File: src/rtl/wtrm_pkg.sv
// wtrm_pkg: shared types, widths, constants and helpers of the windowed traffic rate meter
// no dependencies; imported by every rtl module of the block
package wtrm_pkg;

	localparam int DEFAULT_MAX_WINDOW = 16;

	localparam int WIN_CFG_W  = 5;
	localparam int DEV_W      = 8;
	localparam int CNT_W      = 48;
	localparam int RATE_W     = 58;
	localparam int PM_W       = 16;
	localparam int PNUM_W     = RATE_W + 1;
	localparam int SCALE_W    = 10;
	localparam int PROD_W     = PNUM_W + SCALE_W;
	localparam int DEN_W      = CNT_W + 1;
	localparam int NUM_W      = RATE_W;
	localparam int STEP_W     = 6;
	localparam int CFG_IDX_W  = 2;
	localparam int CFG_DATA_W = CNT_W;

	localparam logic [STEP_W-1:0]    RATE_STEPS = STEP_W'(RATE_W);
	localparam logic [STEP_W-1:0]    PM_STEPS   = STEP_W'(PM_W);
	localparam logic [PM_W-1:0]      PM_SAT     = '1;
	localparam logic [WIN_CFG_W-1:0] WIN_RESET  = WIN_CFG_W'(3);

	typedef enum logic [CFG_IDX_W-1:0] {
		REG_WINDOW  = 2'd0,
		REG_MAX_IN  = 2'd1,
		REG_MAX_OUT = 2'd2
	} cfg_reg_t;

	typedef struct packed {
		logic [DEV_W-1:0] device_id;
		logic [CNT_W-1:0] in_bytes;
		logic [CNT_W-1:0] out_bytes;
		logic [CNT_W-1:0] time_ms;
	} in_item_t;

	typedef struct packed {
		logic [RATE_W-1:0] in_rate;
		logic [RATE_W-1:0] out_rate;
		logic [PM_W-1:0]   in_permille;
		logic [PM_W-1:0]   out_permille;
		logic [PM_W-1:0]   total_permille;
	} out_item_t;

	typedef struct packed {
		logic [WIN_CFG_W-1:0] window_samples;
		logic [CNT_W-1:0]     max_in_rate;
		logic [CNT_W-1:0]     max_out_rate;
	} cfg_t;

	typedef struct packed {
		logic              start;
		logic [DEN_W-1:0]  rem_init;
		logic [NUM_W-1:0]  num;
		logic [DEN_W-1:0]  den;
		logic [STEP_W-1:0] steps;
	} div_req_t;

	typedef struct packed {
		logic             done;
		logic [NUM_W-1:0] quot;
	} div_rsp_t;

	typedef enum logic [3:0] {
		ST_IDLE,
		ST_DROP,
		ST_WRITE,
		ST_CHECK,
		ST_RATE_MUL,
		ST_RATE_DIV,
		ST_RATE_WAIT,
		ST_PM_LOAD,
		ST_PM_MUL,
		ST_PM_TEST,
		ST_PM_WAIT,
		ST_OUT
	} state_t;

	typedef enum logic {
		RATE_IN,
		RATE_OUT
	} rate_sel_t;

	typedef enum logic [1:0] {
		PM_IN,
		PM_OUT,
		PM_TOT
	} pm_sel_t;

	// x * 1000 as 1024x - 32x + 8x
	function automatic logic [PROD_W-1:0] mul_scale(input logic [PNUM_W-1:0] x);
		logic [PROD_W-1:0] xe;
		xe = PROD_W'(x);
		return (xe << 10) - (xe << 5) + (xe << 3);
	endfunction

endpackage

File: src/rtl/wtrm_ring.sv
// wtrm_ring: sample ring memory, one write port and one registered read port
// depends on wtrm_pkg for the sample type
module wtrm_ring #(
	parameter int DEPTH = wtrm_pkg::DEFAULT_MAX_WINDOW
) (
	input  logic                     clk,
	input  logic                     wr_en,
	input  logic [$clog2(DEPTH)-1:0] wr_addr,
	input  wtrm_pkg::in_item_t       wr_data,
	input  logic                     rd_en,
	input  logic [$clog2(DEPTH)-1:0] rd_addr,
	output wtrm_pkg::in_item_t       rd_data
);
	import wtrm_pkg::*;

	in_item_t mem [DEPTH];

	always_ff @(posedge clk) begin
		if (wr_en) begin
			mem[wr_addr] <= wr_data;
		end
		if (rd_en) begin
			rd_data <= mem[rd_addr];
		end
	end

endmodule

File: src/rtl/wtrm_div.sv
// wtrm_div: shared restoring divider, one quotient bit per cycle
// depends on wtrm_pkg for the request and response structs
module wtrm_div (
	input  logic               clk,
	input  logic               arst_n,
	input  wtrm_pkg::div_req_t req,
	output wtrm_pkg::div_rsp_t rsp
);
	import wtrm_pkg::*;

	logic [STEP_W-1:0] cnt_q;
	logic              done_q;
	logic [DEN_W-1:0]  rem_q;
	logic [DEN_W-1:0]  den_q;
	logic [NUM_W-1:0]  num_q;
	logic [NUM_W-1:0]  quot_q;

	logic [DEN_W:0] trial;
	logic [DEN_W:0] diff;
	logic           qbit;

	// shift in the next numerator bit, subtract when it fits
	assign trial = {rem_q, num_q[NUM_W-1]};
	assign diff  = trial - {1'b0, den_q};
	assign qbit  = trial >= {1'b0, den_q};

	always_ff @(posedge clk or negedge arst_n) begin
		if (!arst_n) begin
			cnt_q  <= '0;
			done_q <= 1'b0;
		end else begin
			done_q <= 1'b0;
			if (req.start) begin
				cnt_q <= req.steps;
			end else if (cnt_q != '0) begin
				cnt_q  <= cnt_q - STEP_W'(1);
				done_q <= cnt_q == STEP_W'(1);
			end
		end
	end

	always_ff @(posedge clk) begin
		if (req.start) begin
			rem_q  <= req.rem_init;
			den_q  <= req.den;
			num_q  <= req.num;
			quot_q <= '0;
		end else if (cnt_q != '0) begin
			rem_q  <= qbit ? diff[DEN_W-1:0] : trial[DEN_W-1:0];
			num_q  <= {num_q[NUM_W-2:0], 1'b0};
			quot_q <= {quot_q[NUM_W-2:0], qbit};
		end
	end

	assign rsp.done = done_q;
	assign rsp.quot = quot_q;

endmodule

File: src/rtl/wtrm_seq.sv
// wtrm_seq: sequencer and datapath; ring pointers, window checks, rate and permille steps
// depends on wtrm_pkg; drives wtrm_ring and wtrm_div
module wtrm_seq #(
	parameter int MAX_WINDOW = wtrm_pkg::DEFAULT_MAX_WINDOW
) (
	input  logic                          clk,
	input  logic                          arst_n,
	input  wtrm_pkg::cfg_t                cfg,
	input  logic                          in_valid,
	output logic                          in_ready,
	input  wtrm_pkg::in_item_t            in_data,
	output logic                          out_valid,
	input  logic                          out_ready,
	output wtrm_pkg::out_item_t           out_data,
	output logic                          ring_we,
	output logic [$clog2(MAX_WINDOW)-1:0] ring_waddr,
	output wtrm_pkg::in_item_t            ring_wdata,
	output logic                          ring_re,
	output logic [$clog2(MAX_WINDOW)-1:0] ring_raddr,
	input  wtrm_pkg::in_item_t            ring_rdata,
	output wtrm_pkg::div_req_t            div_req,
	input  wtrm_pkg::div_rsp_t            div_rsp
);
	import wtrm_pkg::*;

	localparam int IW   = $clog2(MAX_WINDOW);
	localparam int SW   = $clog2(MAX_WINDOW + 1);
	localparam int SUMW = IW + 1;
	localparam int CW   = (SW > WIN_CFG_W) ? SW : WIN_CFG_W;
	localparam int HIW  = PROD_W - PM_W;

	function automatic logic [IW-1:0] wrap(input logic [SUMW-1:0] s);
		if (s >= SUMW'(MAX_WINDOW)) begin
			return IW'(s - SUMW'(MAX_WINDOW));
		end
		return IW'(s);
	endfunction

	state_t state_q, state_d;

	logic [IW-1:0] oldest_q;
	logic [SW-1:0] stored_q;
	rate_sel_t     rsel_q;
	pm_sel_t       psel_q;
	logic          out_valid_q;

	in_item_t          smp_q;
	logic              in_ok_q, out_ok_q;
	logic [CNT_W-1:0]  din_q, dout_q, dt_q;
	logic [PROD_W-1:0] mul_q;
	logic [RATE_W-1:0] rin_q, rout_q;
	logic [PNUM_W-1:0] pnum_q;
	logic [DEN_W-1:0]  pden_q;
	logic [PM_W-1:0]   pin_q, pout_q, ptot_q;
	out_item_t         out_data_q;

	logic [CW-1:0] ws_ext;
	logic [SW-1:0] win_eff;
	logic          accept, out_free;
	logic          base_ok, rate_ok;
	logic          pm_zero, pm_sat, pm_div;
	logic          rate_last, pm_last;

	assign ws_ext = CW'(cfg.window_samples);

	always_comb begin
		if (ws_ext == '0) begin
			win_eff = SW'(1);
		end else if (ws_ext > CW'(MAX_WINDOW)) begin
			win_eff = SW'(MAX_WINDOW);
		end else begin
			win_eff = SW'(ws_ext);
		end
	end

	assign accept    = in_valid && (state_q == ST_IDLE);
	assign out_free  = !out_valid_q || out_ready;
	assign rate_last = rsel_q == RATE_OUT;
	assign pm_last   = psel_q == PM_TOT;

	// ring read data is the oldest stored sample
	assign base_ok = (stored_q >= SW'(2)) && (ring_rdata.device_id == smp_q.device_id)
		&& (smp_q.time_ms > ring_rdata.time_ms);
	assign rate_ok = (rsel_q == RATE_IN) ? in_ok_q : out_ok_q;

	assign pm_zero = pden_q == '0;
	// quotient reaches 2^16 exactly when the product over 2^16 is at least the divisor
	assign pm_sat  = mul_q[PROD_W-1:PM_W] >= HIW'(pden_q);
	assign pm_div  = !pm_zero && !pm_sat;

	// next state
	always_comb begin
		state_d = state_q;
		unique case (state_q)
			ST_IDLE:      if (in_valid) state_d = ST_DROP;
			ST_DROP:      state_d = ST_WRITE;
			ST_WRITE:     state_d = ST_CHECK;
			ST_CHECK:     state_d = ST_RATE_MUL;
			ST_RATE_MUL:  state_d = ST_RATE_DIV;
			ST_RATE_DIV: begin
				if (rate_ok) begin
					state_d = ST_RATE_WAIT;
				end else begin
					state_d = rate_last ? ST_PM_LOAD : ST_RATE_MUL;
				end
			end
			ST_RATE_WAIT: begin
				if (div_rsp.done) begin
					state_d = rate_last ? ST_PM_LOAD : ST_RATE_MUL;
				end
			end
			ST_PM_LOAD:   state_d = ST_PM_MUL;
			ST_PM_MUL:    state_d = ST_PM_TEST;
			ST_PM_TEST: begin
				if (pm_div) begin
					state_d = ST_PM_WAIT;
				end else begin
					state_d = pm_last ? ST_OUT : ST_PM_LOAD;
				end
			end
			ST_PM_WAIT: begin
				if (div_rsp.done) begin
					state_d = pm_last ? ST_OUT : ST_PM_LOAD;
				end
			end
			ST_OUT:       if (out_free) state_d = ST_IDLE;
			default:      state_d = ST_IDLE;
		endcase
	end

	// outputs
	always_comb begin
		in_ready     = state_q == ST_IDLE;
		ring_we      = state_q == ST_WRITE;
		ring_re      = state_q == ST_WRITE;
		ring_waddr   = wrap(SUMW'(oldest_q) + SUMW'(stored_q));
		ring_raddr   = oldest_q;
		ring_wdata   = smp_q;
		div_req.start = ((state_q == ST_RATE_DIV) && rate_ok)
			|| ((state_q == ST_PM_TEST) && pm_div);
		if (state_q == ST_PM_TEST) begin
			div_req.rem_init = mul_q[PM_W+DEN_W-1:PM_W];
			div_req.num      = {mul_q[PM_W-1:0], {(NUM_W-PM_W){1'b0}}};
			div_req.den      = pden_q;
			div_req.steps    = PM_STEPS;
		end else begin
			div_req.rem_init = '0;
			div_req.num      = mul_q[NUM_W-1:0];
			div_req.den      = DEN_W'(dt_q);
			div_req.steps    = RATE_STEPS;
		end
	end

	always_ff @(posedge clk or negedge arst_n) begin
		if (!arst_n) begin
			state_q     <= ST_IDLE;
			oldest_q    <= '0;
			stored_q    <= '0;
			rsel_q      <= RATE_IN;
			psel_q      <= PM_IN;
			out_valid_q <= 1'b0;
		end else begin
			state_q <= state_d;
			if (accept) begin
				rsel_q <= RATE_IN;
				psel_q <= PM_IN;
			end
			// drop the oldest entries until the new sample fits the window
			if (state_q == ST_DROP && stored_q >= win_eff) begin
				oldest_q <= wrap(SUMW'(oldest_q) + SUMW'(stored_q - win_eff + SW'(1)));
				stored_q <= win_eff - SW'(1);
			end
			if (state_q == ST_WRITE) begin
				stored_q <= stored_q + SW'(1);
			end
			if ((state_q == ST_RATE_DIV && !rate_ok)
				|| (state_q == ST_RATE_WAIT && div_rsp.done)) begin
				rsel_q <= RATE_OUT;
			end
			if ((state_q == ST_PM_TEST && !pm_div)
				|| (state_q == ST_PM_WAIT && div_rsp.done)) begin
				unique case (psel_q)
					PM_IN:   psel_q <= PM_OUT;
					PM_OUT:  psel_q <= PM_TOT;
					default: psel_q <= PM_TOT;
				endcase
			end
			if (state_q == ST_OUT && out_free) begin
				out_valid_q <= 1'b1;
			end else if (out_ready) begin
				out_valid_q <= 1'b0;
			end
		end
	end

	always_ff @(posedge clk) begin
		if (accept) begin
			smp_q <= in_data;
		end
		if (state_q == ST_CHECK) begin
			in_ok_q  <= base_ok && (smp_q.in_bytes >= ring_rdata.in_bytes);
			out_ok_q <= base_ok && (smp_q.out_bytes >= ring_rdata.out_bytes);
			din_q    <= smp_q.in_bytes - ring_rdata.in_bytes;
			dout_q   <= smp_q.out_bytes - ring_rdata.out_bytes;
			dt_q     <= smp_q.time_ms - ring_rdata.time_ms;
		end
		if (state_q == ST_RATE_MUL) begin
			mul_q <= mul_scale(PNUM_W'((rsel_q == RATE_IN) ? din_q : dout_q));
		end
		if (state_q == ST_PM_MUL) begin
			mul_q <= mul_scale(pnum_q);
		end
		if (state_q == ST_RATE_DIV && !rate_ok) begin
			if (rsel_q == RATE_IN) begin
				rin_q <= '0;
			end else begin
				rout_q <= '0;
			end
		end
		if (state_q == ST_RATE_WAIT && div_rsp.done) begin
			if (rsel_q == RATE_IN) begin
				rin_q <= div_rsp.quot[RATE_W-1:0];
			end else begin
				rout_q <= div_rsp.quot[RATE_W-1:0];
			end
		end
		if (state_q == ST_PM_LOAD) begin
			unique case (psel_q)
				PM_IN: begin
					pnum_q <= PNUM_W'(rin_q);
					pden_q <= DEN_W'(cfg.max_in_rate);
				end
				PM_OUT: begin
					pnum_q <= PNUM_W'(rout_q);
					pden_q <= DEN_W'(cfg.max_out_rate);
				end
				default: begin
					pnum_q <= PNUM_W'(rin_q) + PNUM_W'(rout_q);
					pden_q <= DEN_W'(cfg.max_in_rate) + DEN_W'(cfg.max_out_rate);
				end
			endcase
		end
		if ((state_q == ST_PM_TEST && !pm_div) || (state_q == ST_PM_WAIT && div_rsp.done)) begin
			logic [PM_W-1:0] pm_val;
			pm_val = (state_q == ST_PM_WAIT) ? div_rsp.quot[PM_W-1:0]
				: (pm_zero ? '0 : PM_SAT);
			unique case (psel_q)
				PM_IN:   pin_q  <= pm_val;
				PM_OUT:  pout_q <= pm_val;
				default: ptot_q <= pm_val;
			endcase
		end
		if (state_q == ST_OUT && out_free) begin
			out_data_q.in_rate        <= rin_q;
			out_data_q.out_rate       <= rout_q;
			out_data_q.in_permille    <= pin_q;
			out_data_q.out_permille   <= pout_q;
			out_data_q.total_permille <= ptot_q;
		end
	end

	assign out_valid = out_valid_q;
	assign out_data  = out_data_q;

endmodule

File: src/rtl/windowed_traffic_rate_meter_top.sv
// Windowed traffic rate meter. Each sample transaction (device id, received and sent byte
// counters, millisecond timestamp) is stored in a ring of MAX_WINDOW entries after the oldest
// entries are dropped so that fewer than window_samples remain; one result transaction then
// reports receive and send rates in bytes per second between the oldest and newest stored
// samples, and receive, send and combined load in permille of max_in_rate, max_out_rate and
// their sum, saturating at 65535. A rate is 0 with fewer than two samples, a device change,
// a falling counter or no elapsed time; a permille is 0 when its maximum is 0. The single
// shared restoring divider takes 58 steps for each rate quotient that is needed and 16 for
// each permille that neither saturates nor has a zero maximum; in_ready is low while a
// sample is in work, and the finished result waits in the output register while the next
// sample is taken. Configuration writes through cfg_we take effect on the next edge and
// belong to idle periods. The ring has no reset or clearing pass.
// depends on wtrm_pkg, wtrm_ring, wtrm_div and wtrm_seq
module windowed_traffic_rate_meter_top #(
	parameter int MAX_WINDOW = wtrm_pkg::DEFAULT_MAX_WINDOW
) (
	input  logic                                clk,
	input  logic                                arst_n,
	input  logic                                cfg_we,
	input  logic [wtrm_pkg::CFG_IDX_W-1:0]      cfg_index,
	input  logic [wtrm_pkg::CFG_DATA_W-1:0]     cfg_data,
	input  logic                                in_valid,
	output logic                                in_ready,
	input  wtrm_pkg::in_item_t                  in_data,
	output logic                                out_valid,
	input  logic                                out_ready,
	output wtrm_pkg::out_item_t                 out_data
);
	import wtrm_pkg::*;

	localparam int IW = $clog2(MAX_WINDOW);

	cfg_t cfg_q;

	logic          ring_we, ring_re;
	logic [IW-1:0] ring_waddr, ring_raddr;
	in_item_t      ring_wdata, ring_rdata;
	div_req_t      div_req;
	div_rsp_t      div_rsp;

	always_ff @(posedge clk or negedge arst_n) begin
		if (!arst_n) begin
			cfg_q.window_samples <= WIN_RESET;
			cfg_q.max_in_rate    <= '0;
			cfg_q.max_out_rate   <= '0;
		end else if (cfg_we) begin
			case (cfg_index)
				REG_WINDOW:  cfg_q.window_samples <= cfg_data[WIN_CFG_W-1:0];
				REG_MAX_IN:  cfg_q.max_in_rate    <= cfg_data[CNT_W-1:0];
				REG_MAX_OUT: cfg_q.max_out_rate   <= cfg_data[CNT_W-1:0];
				default:     ;
			endcase
		end
	end

	wtrm_seq #(
		.MAX_WINDOW(MAX_WINDOW)
	) u_seq (
		.clk        (clk),
		.arst_n     (arst_n),
		.cfg        (cfg_q),
		.in_valid   (in_valid),
		.in_ready   (in_ready),
		.in_data    (in_data),
		.out_valid  (out_valid),
		.out_ready  (out_ready),
		.out_data   (out_data),
		.ring_we    (ring_we),
		.ring_waddr (ring_waddr),
		.ring_wdata (ring_wdata),
		.ring_re    (ring_re),
		.ring_raddr (ring_raddr),
		.ring_rdata (ring_rdata),
		.div_req    (div_req),
		.div_rsp    (div_rsp)
	);

	wtrm_ring #(
		.DEPTH(MAX_WINDOW)
	) u_ring (
		.clk     (clk),
		.wr_en   (ring_we),
		.wr_addr (ring_waddr),
		.wr_data (ring_wdata),
		.rd_en   (ring_re),
		.rd_addr (ring_raddr),
		.rd_data (ring_rdata)
	);

	wtrm_div u_div (
		.clk    (clk),
		.arst_n (arst_n),
		.req    (div_req),
		.rsp    (div_rsp)
	);

endmodule

File: config.mk
export PLATFORM = sky130hd
export DESIGN_NAME = windowed_traffic_rate_meter_top
export DESIGN_NICKNAME = d
export VERILOG_FILES = /design/src/rtl/wtrm_pkg.sv /design/src/rtl/wtrm_ring.sv /design/src/rtl/wtrm_div.sv /design/src/rtl/wtrm_seq.sv /design/src/rtl/windowed_traffic_rate_meter_top.sv
export SDC_FILE = /design/constraint.sdc
export NUM_CORES = 2
export LEC_CHECK = 0
export BUFFER_PORTS_ARGS = -buffer_cell sky130_fd_sc_hd__buf_2
export CORE_MARGIN = 1.5
export CORE_UTILIZATION = 46
export CTS_BUF_LIST = sky130_fd_sc_hd__clkbuf_8
export DETAILED_ROUTE_END_ITERATION = 8
export PLACE_DENSITY = 0.63
export SYNTH_ARGS = -nofsm -noshare
export SYNTH_HDL_FRONTEND = slang
export SYNTH_SLANG_ARGS = --single-unit
File: constraint.sdc
create_clock -name clk -period 12.8 [get_ports clk]
set_clock_uncertainty 0.05 [all_clocks]
set_input_delay 3.84 -clock clk [delete_from_list [all_inputs] [get_ports clk]]
set_output_delay 3.84 -clock clk [all_outputs]
set_load 0.02 [all_outputs]
# Word-level counts from Yosys, hierarchy flattened
# Memories as Yosys holds them, arrays and structs flattened. A register that Yosys moved wholly into a read port is not among the register bits.
# Cells that the tools add are included.
[totals]
mem_count = 1
elab_cells = 188
latchBits = 0
ramBits = 2432
rom_bits = 0
output_inout_bits = 166
ff_bits = 1142
input_bits = 207
[op_classes]
magnitude_cmp = 10
mul = 0
mux = 55
add_sub_neg = 19
shift = 0
n_eq_ne = 21
bitwise = 1
reduce_logical = 43
n_div = 0
[mem_list]
columns = ["memory", "words", "word_bits", "read_ports", "rd_clocked_by_memory_dff", "write_ports", "line_no", "text"]
rows = [
  ["u_ring.mem", 16, 152, 1, 1, 1, "wtrm_ring.sv:16", "in_item_t mem [DEPTH];"],
]
[ops]
columns = ["op", "n"]
rows = [
  ["58-bit 2-to-1 mux", 10],
  ["162-bit 2-to-1 mux", 1],
  ["49-bit 2-to-1 mux", 3],
  ["48-bit subtractor", 3],
  ["69-bit by 62-bit adder with 69-bit output", 2],
  ["69-bit 2-to-1 mux", 2],
  ["69-bit by 64-bit subtractor with 69-bit output", 2],
  ["59-bit case mux with 2 select lines", 1],
  ["49-bit case mux with 2 select lines", 1],
  ["48-bit greater-or-equal comparator", 2],
  ["58-bit by 58-bit adder with 59-bit output", 1],
  ["53-bit by 49-bit greater-or-equal comparator with 1-bit output", 1],
  ["50-bit by 49-bit greater-or-equal comparator with 1-bit output", 1],
  ["48-bit by 48-bit adder with 49-bit output", 1],
  ["49-bit logical NOT", 1],
  ["49-bit subtractor", 1],
  ["48-bit > comparator", 1],
  ["48-bit 2-to-1 mux", 1],
  ["4-bit case mux with 12 select lines", 1],
  ["4-bit 2-to-1 mux", 11],
  ["16-bit 2-to-1 mux", 2],
  ["5-bit 2-to-1 mux", 4],
  ["4-bit by 3-bit equality test with 1-bit output (second input constant)", 4],
  ["4-bit equality test (second input constant)", 4],
  ["other kinds (33)", 88],
]

# Longest topological paths before layout
[depth]
depth_word = 10
mapped_depth = 20
ltp_nobuf = 16

# By module
# From an unflattened synthesis, not the netlist that was laid out.
[unflattened]
cells_unflattened = 10940
area_unflattened_um2 = 168977.1
[by_module_without_submodules]
columns = ["mod", "n_inst", "cells_per_inst", "area_per_inst_um2", "seq_area_each_um2"]
rows = [
  ["wtrm_ring", 1, 3972, 95985.8, 77594.4],
  ["wtrm_seq", 1, 5770, 57428.8, 24448.4],
  ["wtrm_div", 1, 983, 11553.6, 6020.8],
  ["windowed_traffic_rate_meter_top", 1, 215, 4008.8, 2529.9],
]

# Worst setup path before layout
# No wires, ideal clock.
[synth_path]
path_type = "input port to flip-flop"
start = "input out_ready"
end = "register u_seq.out_data_q, in the netlist u_seq.out_data[0], enable pin"
t_arrival_ps = 14946
setup_ps = 889
n_path_buf = 0
cell_stages = 2
path_slack_ps = -3086
required_time_ps = 11861
cell_sequence = "nor2b_1 -> nor3_1"
[synth_via]
elab_chain_len = 2
[synth_lines]
columns = ["item", "line_no", "text"]
rows = [
  ["start, declared", "windowed_traffic_rate_meter_top.sv:26", "input logic out_ready,"],
  ["1-bit logical OR", "wtrm_seq.sv:77", "assign out_free = !out_valid_q || out_ready;"],
  ["1-bit logical AND", "wtrm_seq.sv:253", "if (state_q == ST_OUT && out_free) begin"],
  ["end, declared", "wtrm_seq.sv:55", "out_item_t out_data_q;"],
]
# No other way between the ends.
# A chain may end at the register's enable or synchronous reset.

# Worst setup path in the final report
[layout_path]
start = "register u_seq.state_q[0]"
end = "output in_ready"
[layout_via]
elab_chain_len = 1
[layout_lines]
columns = ["item", "line_no", "text"]
rows = [
  ["start, declared", "wtrm_seq.sv:39", "state_t state_q, state_d;"],
  ["start signal, assigned", "wtrm_seq.sv:163", "state_q <= state_d;"],
  ["4-bit logical NOT", "wtrm_seq.sv:133", "in_ready = state_q == ST_IDLE;"],
  ["end, declared", "windowed_traffic_rate_meter_top.sv:23", "output logic in_ready,"],
]
# No other way between the ends.

==> results.cfg <==
[setup_path]
sort_of_element_at_the_end_of_the_critical_path = output pin
critPathLaunchType = flop
critPathRequiredTime_ns = 8.91
worstPathArrival_ns = 2.81
crit_fanout = 14
timing_worst_setup_path_type = reg -> out

[pwr]
power_density_mw_per_mm2 = 262
power.leakage_uw = 0.0659
vdd.ir_drop.worst_uv = 217

[floorplanning]
floorplan.die.width_microns = 605
io-pin-count = 373
fp-row-count = 220
core_region_area_sq_mm = 0.360
start_util_pct = 46.3
die_area_sq_mm = 0.366
fp.dieH_microns = 605

[detailed_routing]
final_antenna_net_count = 0
routed_wirelength_microns = 455000
detail_route.drc_violations = 0
drt_pre_antenna_iters = 6
drt_iter0_drc = 10371
via_per_inst = 5.93
avgRoutedWirePerCell_microns = 27.9
route.vias.total = 96771

[yosys]
synth.most_common_cell = edfxtp_1
synthesis.instances = 10391
synth_top_cells_by_count = 3537 x edfxtp_1, 725 x mux4_2, 681 x inv_1, 574 x nand2_1, 565 x a21oi_1
synth.largest_area_cell = edfxtp_1
yosys_register_bits = 3720
synth_cell_types = 97
ys.flop_type = edfxtp_1
synth_sequential_area_ratio_pct = 66.4
yosysWarningCount = 0
synthArstFlopShare_pct = 3.36
number_of_enable_type_register_cells_in_the_synthesized_netlist = 3537
synth_fp_nets = 11200
synthesis.area_per_instance_sq_um = 16.0
yosysTopAreaCellShare_pct = 63.8
synth.area.top_cells = edfxtp_1 64%, mux4_2 9.8%, ha_1 3.8%, dfrtp_1 1.8%, a21oi_1 1.7%
synthesis.area_sq_mm = 0.166

[clock_network]
h-tree-depth = 6
number_of_cts_inserted_buffers = 609
clock_tree.root_cell = clkbuf_8
maximum_buffer_depth_of_the_clock_tree = 4
clk_latency_ns = 1.25
cts.clk_slew.worst_paths_ns = 0.06
cts_tree = yes
post_cts.resized_instances = 0
clock_sink_count = 3720
cts_post_setup_buffers_inserted = 0
holdBufCountCts = 0

[finish]
area.growth.synth_to_final_pct = 11.4
finish.net_count = 11863
post_route_cells_drive_above_1_share_pct = 19.4
fillCellCount = 29329

[min_path]
min_path_type = reg -> reg

[timing]
finalSetupTns_ns = 0
hold_violations = 0
holdWs_ns = 0.362
fmaxAchievable_ghz = 0.149
post-route-period-util_pct = 52.4
worst_slew_pin_slew_ns = 1.52
grt_setup_unrepaired = no
finalSetupViolations = 0
maxSlewHeadroom_pct = -1.20
final_max_slew_viol_count = 17
min_period_ns = 6.70

[placement]
place.gp.congestion = 0.936
hpwlAfterDp_microns = 284000
io_buffers = 372

[grt]
grt_antenna_before_repair = 39
pin_count_of_the_biggest_net_entering_global_routing = 165
global_route_wire_length_before_repair_microns = 660000
grt_usage_pct = 24.5
overflow_left_after_global_routing = 0
first_global_vias = 96767

[flow_run]
drv.max_cap_violation_count = 0

[run_status]
outcome = finished, violations left
violations_in_the_final_reports = max-slew violations
==> cell type report <==
type | instances | area [sq um] | area share, %
diodes | 22 | 55.1 | 0.0297
clock buffers | 624 | 8590 | 4.63
clock inverters | 456 | 2790 | 1.50
repair buffers | 493 | 3040 | 1.64
well taps | 4773 | 5970 | 3.22
inverters | 683 | 2580 | 1.39
multi-input cells | 5547 | 51900 | 28.0
flip-flops and latches | 3720 | 111000 | 59.6
==> path summary, 6_finish.rpt <==
kind / from / end / slack [ns] / cells past startpoint
worst max-delay path: u_seq.state_q[0] / in_ready / 6.10 / 2
worst min-delay path: u_seq.pin_q[5] / u_seq.out_data[37] / 0.36 / 0
worst max register to register: u_seq.pden_q[22] / u_div.rem_q[28] / 6.52 / 14
worst min register to register: u_seq.pin_q[5] / u_seq.out_data[37] / 0.36 / 0
max in group asynchronous: arst_n / u_seq.ring_raddr[3] / 8.70 / 2
min in group asynchronous: arst_n / cfg_q[65] / 2.67 / 1
==> worst max-delay path: stages (launching register included) <==
cell and delay [ns]:
dfrtp_1 0.54, nor4_1 0.79, buf_2 0.30
==> routing by layer <==
| metal | GRT usage [%] | up-vias | wire length, microns |
|---|---|---|---|
| met5 | 0 | - | 69 |
| met4 | 8.16 | 10 | 15500 |
| met3 | 3.51 | 715 | 32400 |
| met2 | 39.5 | 4153 | 215000 |
| met1 | 34.3 | 49877 | 192000 |
| li1 | - | 42016 | - |
==> stage by stage <==
stage               area (sq um)  utilization [%]  cells  setup WS (ns)  power, uW
floorplan                 166000                -  10391           1.19      31200
global placement          174000             48.4  15216           6.64      38700
detailed placement        174000             48.4  15216           6.55      38800
CTS                       185000             51.5  16296           6.06      48700
global route              185000             51.6  16315           6.01      50900
finish                    185000             51.6  16318           6.10      48500
==> kinds of logic after synthesis <==
family | count (synthesis) | share of synthesized area (%)
flops | 3720 | 66.4
compound gates | 1998 | 7.84
simple gates | 1511 | 4.29
buf+inv | 1124 | 2.59
mux | 1045 | 11.9
fa+ha+maj | 602 | 4.99
xor+xnor | 391 | 2.06
==> sequential cells by signal (all words and copies together), names as in the netlist, 2 cells and up, named ones only <==
name and count:
u_seq.ring_raddr 4, u_seq.ring_wdata 152, u_seq.pin_q 16, u_div.quot_q 58, u_seq.dout_q 48, u_seq.dt_q 48, u_seq.pout_q 16, u_div.den_q 49
u_seq.ptot_q 16, u_seq.pnum_q 59, u_seq.state_q 4, u_seq.psel_q 2, u_seq.pden_q 49, u_seq.out_data 164, u_ring.rd_data 152, u_seq.stored_q 5
u_div.rem_q 49, cfg_q 101, u_div.num_q 55, u_seq.mul_q 66, u_div.cnt_q 6, u_seq.din_q 48, u_ring.mem 2432
==> power breakdown <==
group	switching, uW	internal (uW)
combinational	13100	7700
clock	4930	4940
sequential	1490	16300
==> placed cells by master, fill, tap and decap left out, types with 166 or more instances in the layout <==
cell type / synthesis / layout
buf_2: 19 / 371
a21o_1: 295 / 295
ha_1: 499 / 499
clkbuf_8: 0 / 624
edfxtp_1: 3537 / 3537
mux4_2: 725 / 725
inv_1: 681 / 872
o21ai_0: 374 / 374
nor2_1: 281 / 260
nand2_1: 574 / 572
mux2i_1: 166 / 166
xnor2_1: 245 / 245
a21oi_1: 565 / 565
(Power assumes the default switching activity.)
